**src/sv/smm_pkg.sv**
```systemverilog
`default_nettype none

package smm_pkg;

  localparam int DATA_W    = 32;
  localparam int MAX_COUNT = 128;
  localparam int CNT_W     = $clog2(MAX_COUNT + 1);
  localparam int SUM_W     = DATA_W + $clog2(MAX_COUNT);
  localparam int OUT_CNT_W = 8;
  localparam int Q_DEPTH   = 2;
  localparam int Q_AW      = (Q_DEPTH > 1) ? $clog2(Q_DEPTH) : 1;
  localparam int STEP_W    = $clog2(SUM_W);

  // One finished set, handed from the accumulator to the divide stage.
  typedef struct packed {
    logic signed [DATA_W-1:0] min_v;
    logic signed [DATA_W-1:0] max_v;
    logic signed [SUM_W-1:0]  sum;
    logic [CNT_W-1:0]         cnt;
    logic                     ovf;
  } smm_rec_t;

  typedef struct packed {
    logic full;
    logic empty;
  } smm_qstat_t;

endpackage

`default_nettype wire

```
**src/sv/smm_front.sv**
```systemverilog
`default_nettype none

module smm_front (
  input  wire logic                                clk,
  input  wire logic                                rst_n,
  input  wire logic                                accept,
  input  wire logic signed [smm_pkg::DATA_W-1:0]   sample,
  input  wire logic                                last_item,
  output logic                                     push,
  output smm_pkg::smm_rec_t                        rec
);

  logic signed [smm_pkg::DATA_W-1:0] min_r, min_nxt;
  logic signed [smm_pkg::DATA_W-1:0] max_r, max_nxt;
  logic signed [smm_pkg::SUM_W-1:0]  sum_r, sum_nxt;
  logic [smm_pkg::CNT_W-1:0]         cnt_r, cnt_nxt;
  logic                              ovf_r, ovf_nxt;
  logic                              room;
  logic                              first;

  assign room  = cnt_r < smm_pkg::CNT_W'(smm_pkg::MAX_COUNT);
  assign first = cnt_r == '0;

  // Updated statistics including the current sample; once the set is full, only the overflow flag is set.
  always_comb begin
    min_nxt = min_r;
    max_nxt = max_r;
    sum_nxt = sum_r;
    cnt_nxt = cnt_r;
    ovf_nxt = ovf_r;
    if (room) begin
      if (first || sample < min_r) begin
        min_nxt = sample;
      end
      if (first || sample > max_r) begin
        max_nxt = sample;
      end
      sum_nxt = sum_r + smm_pkg::SUM_W'(sample);
      cnt_nxt = cnt_r + 1'b1;
    end else begin
      ovf_nxt = 1'b1;
    end
  end

  assign push      = accept && last_item;
  assign rec.min_v = min_nxt;
  assign rec.max_v = max_nxt;
  assign rec.sum   = sum_nxt;
  assign rec.cnt   = cnt_nxt;
  assign rec.ovf   = ovf_nxt;

  always_ff @(posedge clk) begin
    if (!rst_n) begin
      sum_r <= '0;
      cnt_r <= '0;
      ovf_r <= 1'b0;
    end else if (accept) begin
      if (last_item) begin
        sum_r <= '0;
        cnt_r <= '0;
        ovf_r <= 1'b0;
      end else begin
        sum_r <= sum_nxt;
        cnt_r <= cnt_nxt;
        ovf_r <= ovf_nxt;
      end
    end
  end

  always_ff @(posedge clk) begin
    if (accept) begin
      min_r <= min_nxt;
      max_r <= max_nxt;
    end
  end

endmodule

`default_nettype wire

```
**src/sv/smm_queue.sv**
```systemverilog
`default_nettype none

module smm_queue (
  input  wire logic               clk,
  input  wire logic               rst_n,
  input  wire logic               push,
  input  smm_pkg::smm_rec_t       wr_rec,
  input  wire logic               pop,
  output smm_pkg::smm_rec_t       rd_rec,
  output smm_pkg::smm_qstat_t     qstat
);

  smm_pkg::smm_rec_t            mem_r [smm_pkg::Q_DEPTH];
  logic [smm_pkg::Q_AW-1:0]     wr_ptr_r;
  logic [smm_pkg::Q_AW-1:0]     rd_ptr_r;
  logic [smm_pkg::Q_AW:0]       fill_r;

  function automatic logic [smm_pkg::Q_AW-1:0] ptr_inc(input logic [smm_pkg::Q_AW-1:0] p);
    if (p == smm_pkg::Q_AW'(smm_pkg::Q_DEPTH - 1)) begin
      return '0;
    end
    return p + 1'b1;
  endfunction

  assign qstat.full  = fill_r == (smm_pkg::Q_AW + 1)'(smm_pkg::Q_DEPTH);
  assign qstat.empty = fill_r == '0;
  assign rd_rec      = mem_r[rd_ptr_r];

  always_ff @(posedge clk) begin
    if (push) begin
      mem_r[wr_ptr_r] <= wr_rec;
    end
  end

  always_ff @(posedge clk) begin
    if (!rst_n) begin
      wr_ptr_r <= '0;
      rd_ptr_r <= '0;
      fill_r   <= '0;
    end else begin
      if (push) begin
        wr_ptr_r <= ptr_inc(wr_ptr_r);
      end
      if (pop) begin
        rd_ptr_r <= ptr_inc(rd_ptr_r);
      end
      if (push && !pop) begin
        fill_r <= fill_r + 1'b1;
      end else if (pop && !push) begin
        fill_r <= fill_r - 1'b1;
      end
    end
  end

endmodule

`default_nettype wire

```
**src/sv/smm_back.sv**
```systemverilog
`default_nettype none

module smm_back (
  input  wire logic                                  clk,
  input  wire logic                                  rst_n,
  input  smm_pkg::smm_rec_t                          rec,
  input  smm_pkg::smm_qstat_t                        qstat,
  output logic                                       pop,
  output logic                                       out_valid,
  input  wire logic                                  out_ready,
  output logic signed [smm_pkg::DATA_W-1:0]          out_min_value,
  output logic signed [smm_pkg::DATA_W-1:0]          out_max_value,
  output logic signed [smm_pkg::DATA_W-1:0]          out_mean_value,
  output logic signed [smm_pkg::DATA_W-1:0]          out_midrange_value,
  output logic [smm_pkg::OUT_CNT_W-1:0]              out_item_count,
  output logic                                       out_too_many
);

  localparam logic [1:0] ST_IDLE = 2'd0;
  localparam logic [1:0] ST_DIV  = 2'd1;
  localparam logic [1:0] ST_FIN  = 2'd2;
  localparam logic [1:0] ST_DONE = 2'd3;

  logic [1:0]                        state_r, state_nxt;
  logic [smm_pkg::STEP_W-1:0]        step_r;
  logic [smm_pkg::SUM_W-1:0]         dvd_r;
  logic [smm_pkg::CNT_W-1:0]         rem_r;
  logic [smm_pkg::CNT_W-1:0]         div_r;
  logic                              neg_r;
  logic signed [smm_pkg::DATA_W-1:0] min_r;
  logic signed [smm_pkg::DATA_W-1:0] max_r;
  logic signed [smm_pkg::DATA_W-1:0] mean_r;
  logic signed [smm_pkg::DATA_W-1:0] mid_r;
  logic [smm_pkg::CNT_W-1:0]         cnt_r;
  logic                              ovf_r;

  logic [smm_pkg::SUM_W-1:0]         mag;
  logic signed [smm_pkg::DATA_W:0]   mr_sum;
  logic signed [smm_pkg::DATA_W:0]   mr_adj;
  logic [smm_pkg::CNT_W:0]           trial;
  logic                              ge;
  logic [smm_pkg::SUM_W-1:0]         quo_signed;

  assign pop = (state_r == ST_IDLE) && !qstat.empty;

  // Magnitude of the sum; the most negative sum maps onto its unsigned value.
  assign mag = rec.sum[smm_pkg::SUM_W-1] ? -rec.sum : rec.sum;

  // Midrange: 33-bit sum, biased by one when negative so the shift truncates toward zero.
  assign mr_sum = {rec.min_v[smm_pkg::DATA_W-1], rec.min_v}
                + {rec.max_v[smm_pkg::DATA_W-1], rec.max_v};
  assign mr_adj = mr_sum + (smm_pkg::DATA_W + 1)'(mr_sum[smm_pkg::DATA_W]);

  assign trial      = {rem_r, dvd_r[smm_pkg::SUM_W-1]};
  assign ge         = trial >= {1'b0, div_r};
  assign quo_signed = neg_r ? -dvd_r : dvd_r;

  always_comb begin
    state_nxt = state_r;
    unique case (state_r)
      ST_IDLE: begin
        if (!qstat.empty) begin
          state_nxt = ST_DIV;
        end
      end
      ST_DIV: begin
        if (step_r == smm_pkg::STEP_W'(smm_pkg::SUM_W - 1)) begin
          state_nxt = ST_FIN;
        end
      end
      ST_FIN: begin
        state_nxt = ST_DONE;
      end
      ST_DONE: begin
        if (out_ready) begin
          state_nxt = ST_IDLE;
        end
      end
      default: begin
        state_nxt = ST_IDLE;
      end
    endcase
  end

  always_ff @(posedge clk) begin
    if (!rst_n) begin
      state_r <= ST_IDLE;
      step_r  <= '0;
    end else begin
      state_r <= state_nxt;
      if (state_r == ST_DIV) begin
        step_r <= step_r + 1'b1;
      end else begin
        step_r <= '0;
      end
    end
  end

  always_ff @(posedge clk) begin
    if (pop) begin
      dvd_r <= mag;
      rem_r <= '0;
      div_r <= rec.cnt;
      neg_r <= rec.sum[smm_pkg::SUM_W-1];
      min_r <= rec.min_v;
      max_r <= rec.max_v;
      mid_r <= mr_adj[smm_pkg::DATA_W:1];
      cnt_r <= rec.cnt;
      ovf_r <= rec.ovf;
    end else if (state_r == ST_DIV) begin
      rem_r <= ge ? smm_pkg::CNT_W'(trial - {1'b0, div_r}) : smm_pkg::CNT_W'(trial);
      dvd_r <= {dvd_r[smm_pkg::SUM_W-2:0], ge};
    end
    if (state_r == ST_FIN) begin
      mean_r <= quo_signed[smm_pkg::DATA_W-1:0];
    end
  end

  assign out_valid          = state_r == ST_DONE;
  assign out_min_value      = min_r;
  assign out_max_value      = max_r;
  assign out_mean_value     = mean_r;
  assign out_midrange_value = mid_r;
  assign out_item_count     = smm_pkg::OUT_CNT_W'(cnt_r);
  assign out_too_many       = ovf_r;

endmodule

`default_nettype wire

```
**src/sv/stream_min_max_mean.sv**
```systemverilog
`default_nettype none

// Running statistics over sets of signed 32-bit samples. Each input transaction carries one
// sample and a flag that marks the last sample of a set; the last transaction of a set causes
// exactly one result transaction with the minimum, maximum, mean (sum over count, truncated
// toward zero), midrange (max plus min halved, truncated toward zero), the number of samples
// used and a flag that is set when samples beyond the 128-sample limit were dropped. Dropped
// samples still count for closing a set. The accumulator takes one input transaction per cycle
// while the queue has room; a finished set moves into a two-entry queue, and the divide stage
// works through it with a restoring divider that produces one quotient bit per cycle. Each set
// passes through a load, a divide step for each of the 39 sum bits, a sign fix-up and the
// presentation of the result, which holds until the consumer takes it; only then does the stage
// take the next set. Input ready drops only while both queue entries hold finished sets.
module stream_min_max_mean (
  input  wire logic                                clk,
  input  wire logic                                rst_n,
  input  wire logic                                in_valid,
  output logic                                     in_ready,
  input  wire logic signed [smm_pkg::DATA_W-1:0]   in_sample,
  input  wire logic                                in_last_item,
  output logic                                     out_valid,
  input  wire logic                                out_ready,
  output logic signed [smm_pkg::DATA_W-1:0]        out_min_value,
  output logic signed [smm_pkg::DATA_W-1:0]        out_max_value,
  output logic signed [smm_pkg::DATA_W-1:0]        out_mean_value,
  output logic signed [smm_pkg::DATA_W-1:0]        out_midrange_value,
  output logic [smm_pkg::OUT_CNT_W-1:0]            out_item_count,
  output logic                                     out_too_many
);

  logic                   accept;
  logic                   push;
  logic                   pop;
  smm_pkg::smm_rec_t      front_rec;
  smm_pkg::smm_rec_t      queue_rec;
  smm_pkg::smm_qstat_t    qstat;

  // A full queue stalls the front, even for samples that do not close a set.
  assign in_ready = !qstat.full;
  assign accept   = in_valid && in_ready;

  smm_front u_front (
    .clk       (clk),
    .rst_n     (rst_n),
    .accept    (accept),
    .sample    (in_sample),
    .last_item (in_last_item),
    .push      (push),
    .rec       (front_rec)
  );

  smm_queue u_queue (
    .clk    (clk),
    .rst_n  (rst_n),
    .push   (push),
    .wr_rec (front_rec),
    .pop    (pop),
    .rd_rec (queue_rec),
    .qstat  (qstat)
  );

  smm_back u_back (
    .clk                (clk),
    .rst_n              (rst_n),
    .rec                (queue_rec),
    .qstat              (qstat),
    .pop                (pop),
    .out_valid          (out_valid),
    .out_ready          (out_ready),
    .out_min_value      (out_min_value),
    .out_max_value      (out_max_value),
    .out_mean_value     (out_mean_value),
    .out_midrange_value (out_midrange_value),
    .out_item_count     (out_item_count),
    .out_too_many       (out_too_many)
  );

`ifndef SYNTH
  // The front must never write a finished set into a full queue.
  a_no_push_full: assert property (@(posedge clk) disable iff (!rst_n)
    !(push && qstat.full))
    else $error("set pushed into full queue");

  // The divide stage never takes a set from an empty queue.
  a_no_pop_empty: assert property (@(posedge clk) disable iff (!rst_n)
    !(pop && qstat.empty))
    else $error("pop from empty queue");

  // A result always covers at least one sample.
  a_count_nonzero: assert property (@(posedge clk) disable iff (!rst_n)
    out_valid |-> out_item_count != '0)
    else $error("result with zero count");

  // Midrange lies between minimum and maximum.
  a_mid_bounds: assert property (@(posedge clk) disable iff (!rst_n)
    out_valid |-> (out_min_value <= out_midrange_value)
              && (out_midrange_value <= out_max_value))
    else $error("midrange outside min/max");
`endif

endmodule

`default_nettype wire

```
**config.mk**
```make
export PLATFORM = sky130hd
export DESIGN_NAME = stream_min_max_mean
export DESIGN_NICKNAME = d
export VERILOG_FILES = /design/src/sv/smm_pkg.sv /design/src/sv/smm_front.sv /design/src/sv/smm_queue.sv /design/src/sv/smm_back.sv /design/src/sv/stream_min_max_mean.sv
export SDC_FILE = /design/constraint.sdc
export NUM_CORES = 1
export LEC_CHECK = 0
export BUFFER_PORTS_ARGS = -buffer_cell sky130_fd_sc_hd__buf_2
export CAP_MARGIN = 10
export CORE_UTILIZATION = 66
export CTS_CLUSTER_SIZE = 16
export DETAILED_ROUTE_END_ITERATION = 8
export PLACE_DENSITY = 0.95
export SLEW_MARGIN = 25
export SYNTH_ARGS = -nofsm -noshare
export SYNTH_HDL_FRONTEND = slang
export SYNTH_SLANG_ARGS = --single-unit
```
**constraint.sdc**
```tcl
create_clock -name clk -period 25.8 [get_ports clk]
set_input_delay 1.29 -clock clk [delete_from_list [all_inputs] [get_ports clk]]
set_output_delay 1.29 -clock clk [all_outputs]
set_load 0.005 [all_outputs]
```
## Word level (Yosys, flattened, before mapping)

Memories as Yosys holds them, arrays and structs flattened. A register that Yosys moved wholly into a read port is not among the register bits.
Cells that the tools add are included.
Widths: inputs -> output; s select.

- Input port bits: 37
- Bits in registers: 309
- Output and inout bits: 139
- Word-level logic and storage cells: 97
- Memories kept: 1
- RAM bits: 224

- Eq/ne operators: 8
- Add/sub/neg operators: 12
- Mux-type cells: 35
- Reduce and logical (&&, ||, !) cells: 18
- Magnitude comparators: 4

Memories:

| memory | depth | bits a word | read ports | clocked after Yosys merged registers in | write ports | RTL line | source |
|---|---|---|---|---|---|---|---|
| u_queue.mem_r | 2 | 112 | 1 | 1 | 1 | smm_queue.sv:13 | `smm_pkg::smm_rec_t mem_r [smm_pkg::Q_DEPTH];` |

Operator list:

| operator | number |
|---|---|
| $mux 39 | 5 |
| $mux 32 | 5 |
| $add 39x32->39 | 1 |
| $neg 39->39 | 1 |
| $add 32x32->33 | 1 |
| $add 33x1->33 | 1 |
| $gt 32x32->1 | 1 |
| $lt 32x32->1 | 1 |
| $neg 32->32 | 1 |
| $mux 8 | 3 |
| $mux 1 | 16 |
| $mux 2 | 5 |
| $ge 9x8->1 | 1 |
| $add 8x1->8 const B | 1 |
| $logic_not 8->1 | 1 |
| $lt 8x8->1 const B | 1 |
| $pmux 2 s4 | 1 |
| $sub 8x8->8 | 1 |
| $add 6x1->6 const B | 1 |
| $eq 2x2->1 const B | 3 |
| $eq 6x6->1 const B | 1 |
| $logic_and 1x1->1 | 5 |
| $logic_not 1->1 | 4 |
| $logic_not 2->1 | 2 |
| other kinds (10) | 14 |

## Depth between registers and ports, before layout

- Word-level depth: 8
- Mapped depth: 25
- Gate-level depth less buffers: 18

## Modules after synthesis

From an unflattened synthesis, not the netlist that was laid out.

- Cell total of the unflattened synthesis: 2,707
- Area, all modules: 29,925.0 µm²

By module, submodules not included:

| module | cells each | area an instance (µm²) | times used |
|---|---|---|---|
| smm_back | 1,031 | 11,093.1 | 1 |
| smm_front | 1,304 | 10,505.1 | 1 |
| smm_queue | 370 | 8,316.7 | 1 |
| stream_min_max_mean | 2 | 10.0 | 1 |

## Least setup slack after synthesis

No wires, ideal clock.

- Kind: input to register
- From: input port in_valid
- To: memory u_queue.mem_r[0][0] (netlist name), enable pin
- Setup time: 0.583 ns
- Path buffers: 1
- Data required time: 25.217 ns
- Arrival time: 8.633 ns
- Stages on the path: 5
- Setup slack: 16.583 ns
- Path through: nand2_1 -> inv_1 -> clkbuf_1 -> nand2_1 -> nor2_1

- Longest elaborated chain between the ends: 4

RTL lines:

| what | RTL line | source |
|---|---|---|
| start, declared | stream_min_max_mean.sv:17 | `input wire logic in_valid,` |
| $logic_and 1x1->1 | stream_min_max_mean.sv:40 | `assign accept = in_valid && in_ready;` |
| net accept | stream_min_max_mean.sv:31 | `logic accept;` |
| $logic_and 1x1->1 | smm_front.sv:45 | `assign push = accept && last_item;` |
| $mux 1 | smm_queue.sv:30 | `if (push) begin` |
| $mux 1 (not written as such) | smm_queue.sv:31 | `mem_r[wr_ptr_r] <= wr_rec;` |
| end, declared | smm_queue.sv:13 |  |

The timed path passes the listed nets, and every way through them passes these cells.

==> reports/qor.tcl <==
set qor(ys_dominant_reg_cell) {sky130_fd_sc_hd__edfxtp_1}
set qor(design.die.area_um2) 42500
set qor(tritoncts_buffer_count) 53
set qor(post_cts_hold_buffer_count) 0
set qor(worst_case_headroom_to_the_max_slew_limit_pct) 32.0
set qor(clock_tree.htree_level_count) 2
set qor(gp_routability_congestion) 0.926
set qor(critical_path_endpoint_category) {flip-flop}
set qor(syn_area_per_cell_um2) 11.9
set qor(crit_fanout) 73
set qor(drv_cap) 0
set qor(grt-ovfl-total) 0
set qor(vdd_ir_drop_max_mv) 0.0872
set qor(routed-via-count) 19761
set qor(avgRoutedWirePerCell_um) 22.3
set qor(tritoncts) {built}
set qor(port_buf_inserts) 175
set qor(timing_hold_violations_final) 0
set qor(post-route-period-util_pct) 25.6
set qor(failed_checks) {design-rule violations}
set qor(detailedRoute.firstPassIterationCount) 8
set qor(globalRouteTotalUtil_pct) 32.3
set qor(power.static_leakage_nw) 11.9
set qor(synth_seq_cells) 534
set qor(setup-tns-final_ns) 0
set qor(slowest_stage) {sky130_fd_sc_hd__dfxtp_4}
set qor(clk_latency_ns) 0.60
set qor(reg_clk_slew_reported_paths_ns) 0.06
set qor(synthesis.nets) 2501
set qor(area_delta_synth_final_pct) 12.0
set qor(critical_path_arrival_ns) 6.93
set qor(row_count) 74
set qor(min_path_type) {flip-flop to flip-flop}
set qor(sequential_to_total_area_share_from_yosys_stat_pct) 55.7
set qor(core_um2) 41000
set qor(detail_route.iter0.violations) 1838
set qor(die_w_um) 206
set qor(grt_start_max_net_pins) 87
set qor(cts_resized) 0
set qor(hold_slack_ns) 0.460
set qor(final.min_clock_period_ns) 6.60
set qor(startpoint_type) {flip-flop}
set qor(power_density_nw_per_um2) 119
set qor(setup_viol) 0
set qor(maxSlewViolCount) 0
set qor(initial_utilization_pct) 67.1
set qor(register_area_um2) 15300
set qor(max-clock-path-buffers) 3
set qor(post_synth_instance_area_um2) 27500
set qor(drc_errors) 32
set qor(final.setup_skew_ns) 0.0256
set qor(drive_gt1_share_pct) 18.1
set qor(vias_per_cell) 6.48
set qor(syn-instance-count) 2307
set qor(outcome) {finished, violations left}
set qor(post_cts.repair.setup_buffers) 0
set qor(post_layout_net_count) 2660
set qor(floorplan.die.height_um) 206
set qor(synth_enable_flop_cells) 465
set qor(critPathRequiredTime_ns) 26.13
set qor(grt_antenna_before_repair) 7
set qor(design.portCount) 176
set qor(clock-root-buffer) {sky130_fd_sc_hd__clkbuf_16}
set qor(nFillCells) 2303
set qor(synth_cell_types) 76
set qor(synth-async-reset-ratio_pct) 0
set qor(worst-slew-pin-transition_ns) 1.02
set qor(path_cells) {buf_4 -> mux2_2 -> ha_1 -> inv_1 -> fa_1 -> nor2b_1 -> o31ai_1 -> a211oi_2 -> a21oi_1 -> a2111oi_2 -> nor3_1 -> nand3b_1 -> inv_1 -> ha_1 -> nand2_1 -> nor2_1 -> nand4_1 -> nor4_1 -> xor2_1}
set qor(clock_sink_count) 534
set qor(rsz0062_at_grt) {no}
set qor(grt_first_pass_wirelength_um) 105000
set qor(ys.warnings.count) 0
set qor(postRouteAntennaNets) 0
set qor(fmax_mhz) 152
set qor(r2r_setup_slk_ns) 19.20
set qor(place.detailed.hpwl_um) 45300
set qor(criticalPathCategory) {flip-flop to flip-flop}
set qor(worst_path_largest_cell_delay_ns) 1.00
set qor(routed_wl_um) 67800
set qor(first_global_vias) 19506
set qor(multiInputGateArea_um2) 11400
-- power by group --
group	leakage [nW]	internal (mW)	total, mW	switching [mW]
registers	4.90	1.27	1.42	0.149
logic	6.09	0.547	1.40	0.852
clock network	0.941	0.525	0.858	0.333
-- synth_stat cells, drive strengths merged (45+ instances only) --
library cell | n | area, um2
nand2 | 183 | 687
o21ai | 156 | 781
nor2 | 125 | 469
mux2 | 146 | 1640
a21o | 68 | 510
clkbuf | 67 | 251
inv | 117 | 439
nand3 | 45 | 225
dfxtp | 69 | 1380
xor2 | 70 | 613
xnor2 | 100 | 876
ha | 154 | 1930
a21oi | 126 | 631
edfxtp | 465 | 14000
-- logic make-up (layout without fill, tap and decap cells) --
group           Yosys count  count (layout)  synth area share [%]
simple gates            546             546                  9.70
flops                   534             534                  55.7
compound gates          506             506                  11.6
buf+inv                 206             409                  2.85
mux                     188             188                  7.50
xor+xnor                170             170                  5.41
fa+ha+maj               157             157                  7.22
other cells               0               6                     0
-- per-layer routing --
layer  up-vias  part of all wire (%)  wire, um  GRT usage (%)
met5         -                 0.021        14              0
met4         2                   4.1      2800           13.9
met3       227                   9.2      6230           5.20
met2      1200                    49     33000           54.6
met1      9438                    38     25800           41.2
li1       8894                     -         -              -
-- worst paths after layout --
check                                                  from                                      end  cells past startpoint
worst max register to register                    flip-flop  u_back.out_midrange_value[27]$_DFFE_PP_                     19
worst min register to register  u_back.step_r[0]$_SDFF_PN0_              u_back.step_r[0]$_SDFF_PN0_                      1
worst min-delay path            u_back.step_r[0]$_SDFF_PN0_              u_back.step_r[0]$_SDFF_PN0_                      1
worst max-delay path                              flip-flop  u_back.out_midrange_value[27]$_DFFE_PP_                     19
-- cells in the final DEF, fill, tap and decap left out, drive strengths merged, types with 12 or more instances in the layout --
master,n
edfxtp,465
buf,191
nand2,183
o21ai,156
ha,154
mux2,146
a21oi,126
nor2,125
inv,118
xnor2,100
xor2,70
dfxtp,69
a21o,68
clkbuf,65
nand3,45
mux2i,42
nand4,34
nor3,31
a22oi,22
nand2b,20
o31ai,20
o21a,18
clkinv,18
nor2b,15
a31oi,14
bufinv,13
or4,13
nor3b,12
-- layout make-up --
class,instances,area share [%]
clock inverter,34,1.63
inverter,119,1.46
multi-input combinational,1567,37.1
tap,532,2.16
clock buffer,65,4.65
antenna,6,0.0487
sequential,534,49.8
timing repair buffer,191,3.23
-- flip-flops by register name, summed over array words and instances, names as in the netlist, 2 cells and up, named ones only --
| name | cells |
|---|---|
| u_back.dvd_r | 39 |
| u_queue.fill_r | 2 |
| u_back.state_r | 2 |
| u_front.min_r | 32 |
| u_front.cnt_r | 8 |
| u_back.out_max_value | 32 |
| u_front.max_r | 32 |
| u_back.div_r | 8 |
| u_back.out_min_value | 32 |
| u_back.out_mean_value | 32 |
| u_back.step_r | 6 |
| u_front.sum_r | 39 |
| u_back.rem_r | 8 |
| u_back.out_midrange_value | 32 |
| u_queue.mem_r | 224 |
-- critical path, delay by kind of cell, from the launching register on --
kind | cells | cell delay, ns
simple gates | 7 | 1.49
compound gates | 4 | 1.43
buf+inv | 3 | 1.06
flops | 1 | 1.00
fa+ha+maj | 3 | 0.83
mux | 1 | 0.33
xor+xnor | 1 | 0.11
-- metrics by stage --
stage          power, mW  utilization, %  setup WS [ns]  instances  instance area [um2]
6_report            3.67            75.2          19.20       3048                30800
5_1_grt             3.84            75.2          18.82       3045                30800
4_1_cts             3.64            75.2          19.38       3042                30800
3_5_place_dp        2.75            70.4          19.41       2943                28900
3_3_place_gp        2.68            70.4          19.62       2943                28900
2_1_floorplan       2.35               -          16.58       2307                27500
No activity file was read; power rests on OpenSTA's default activity.
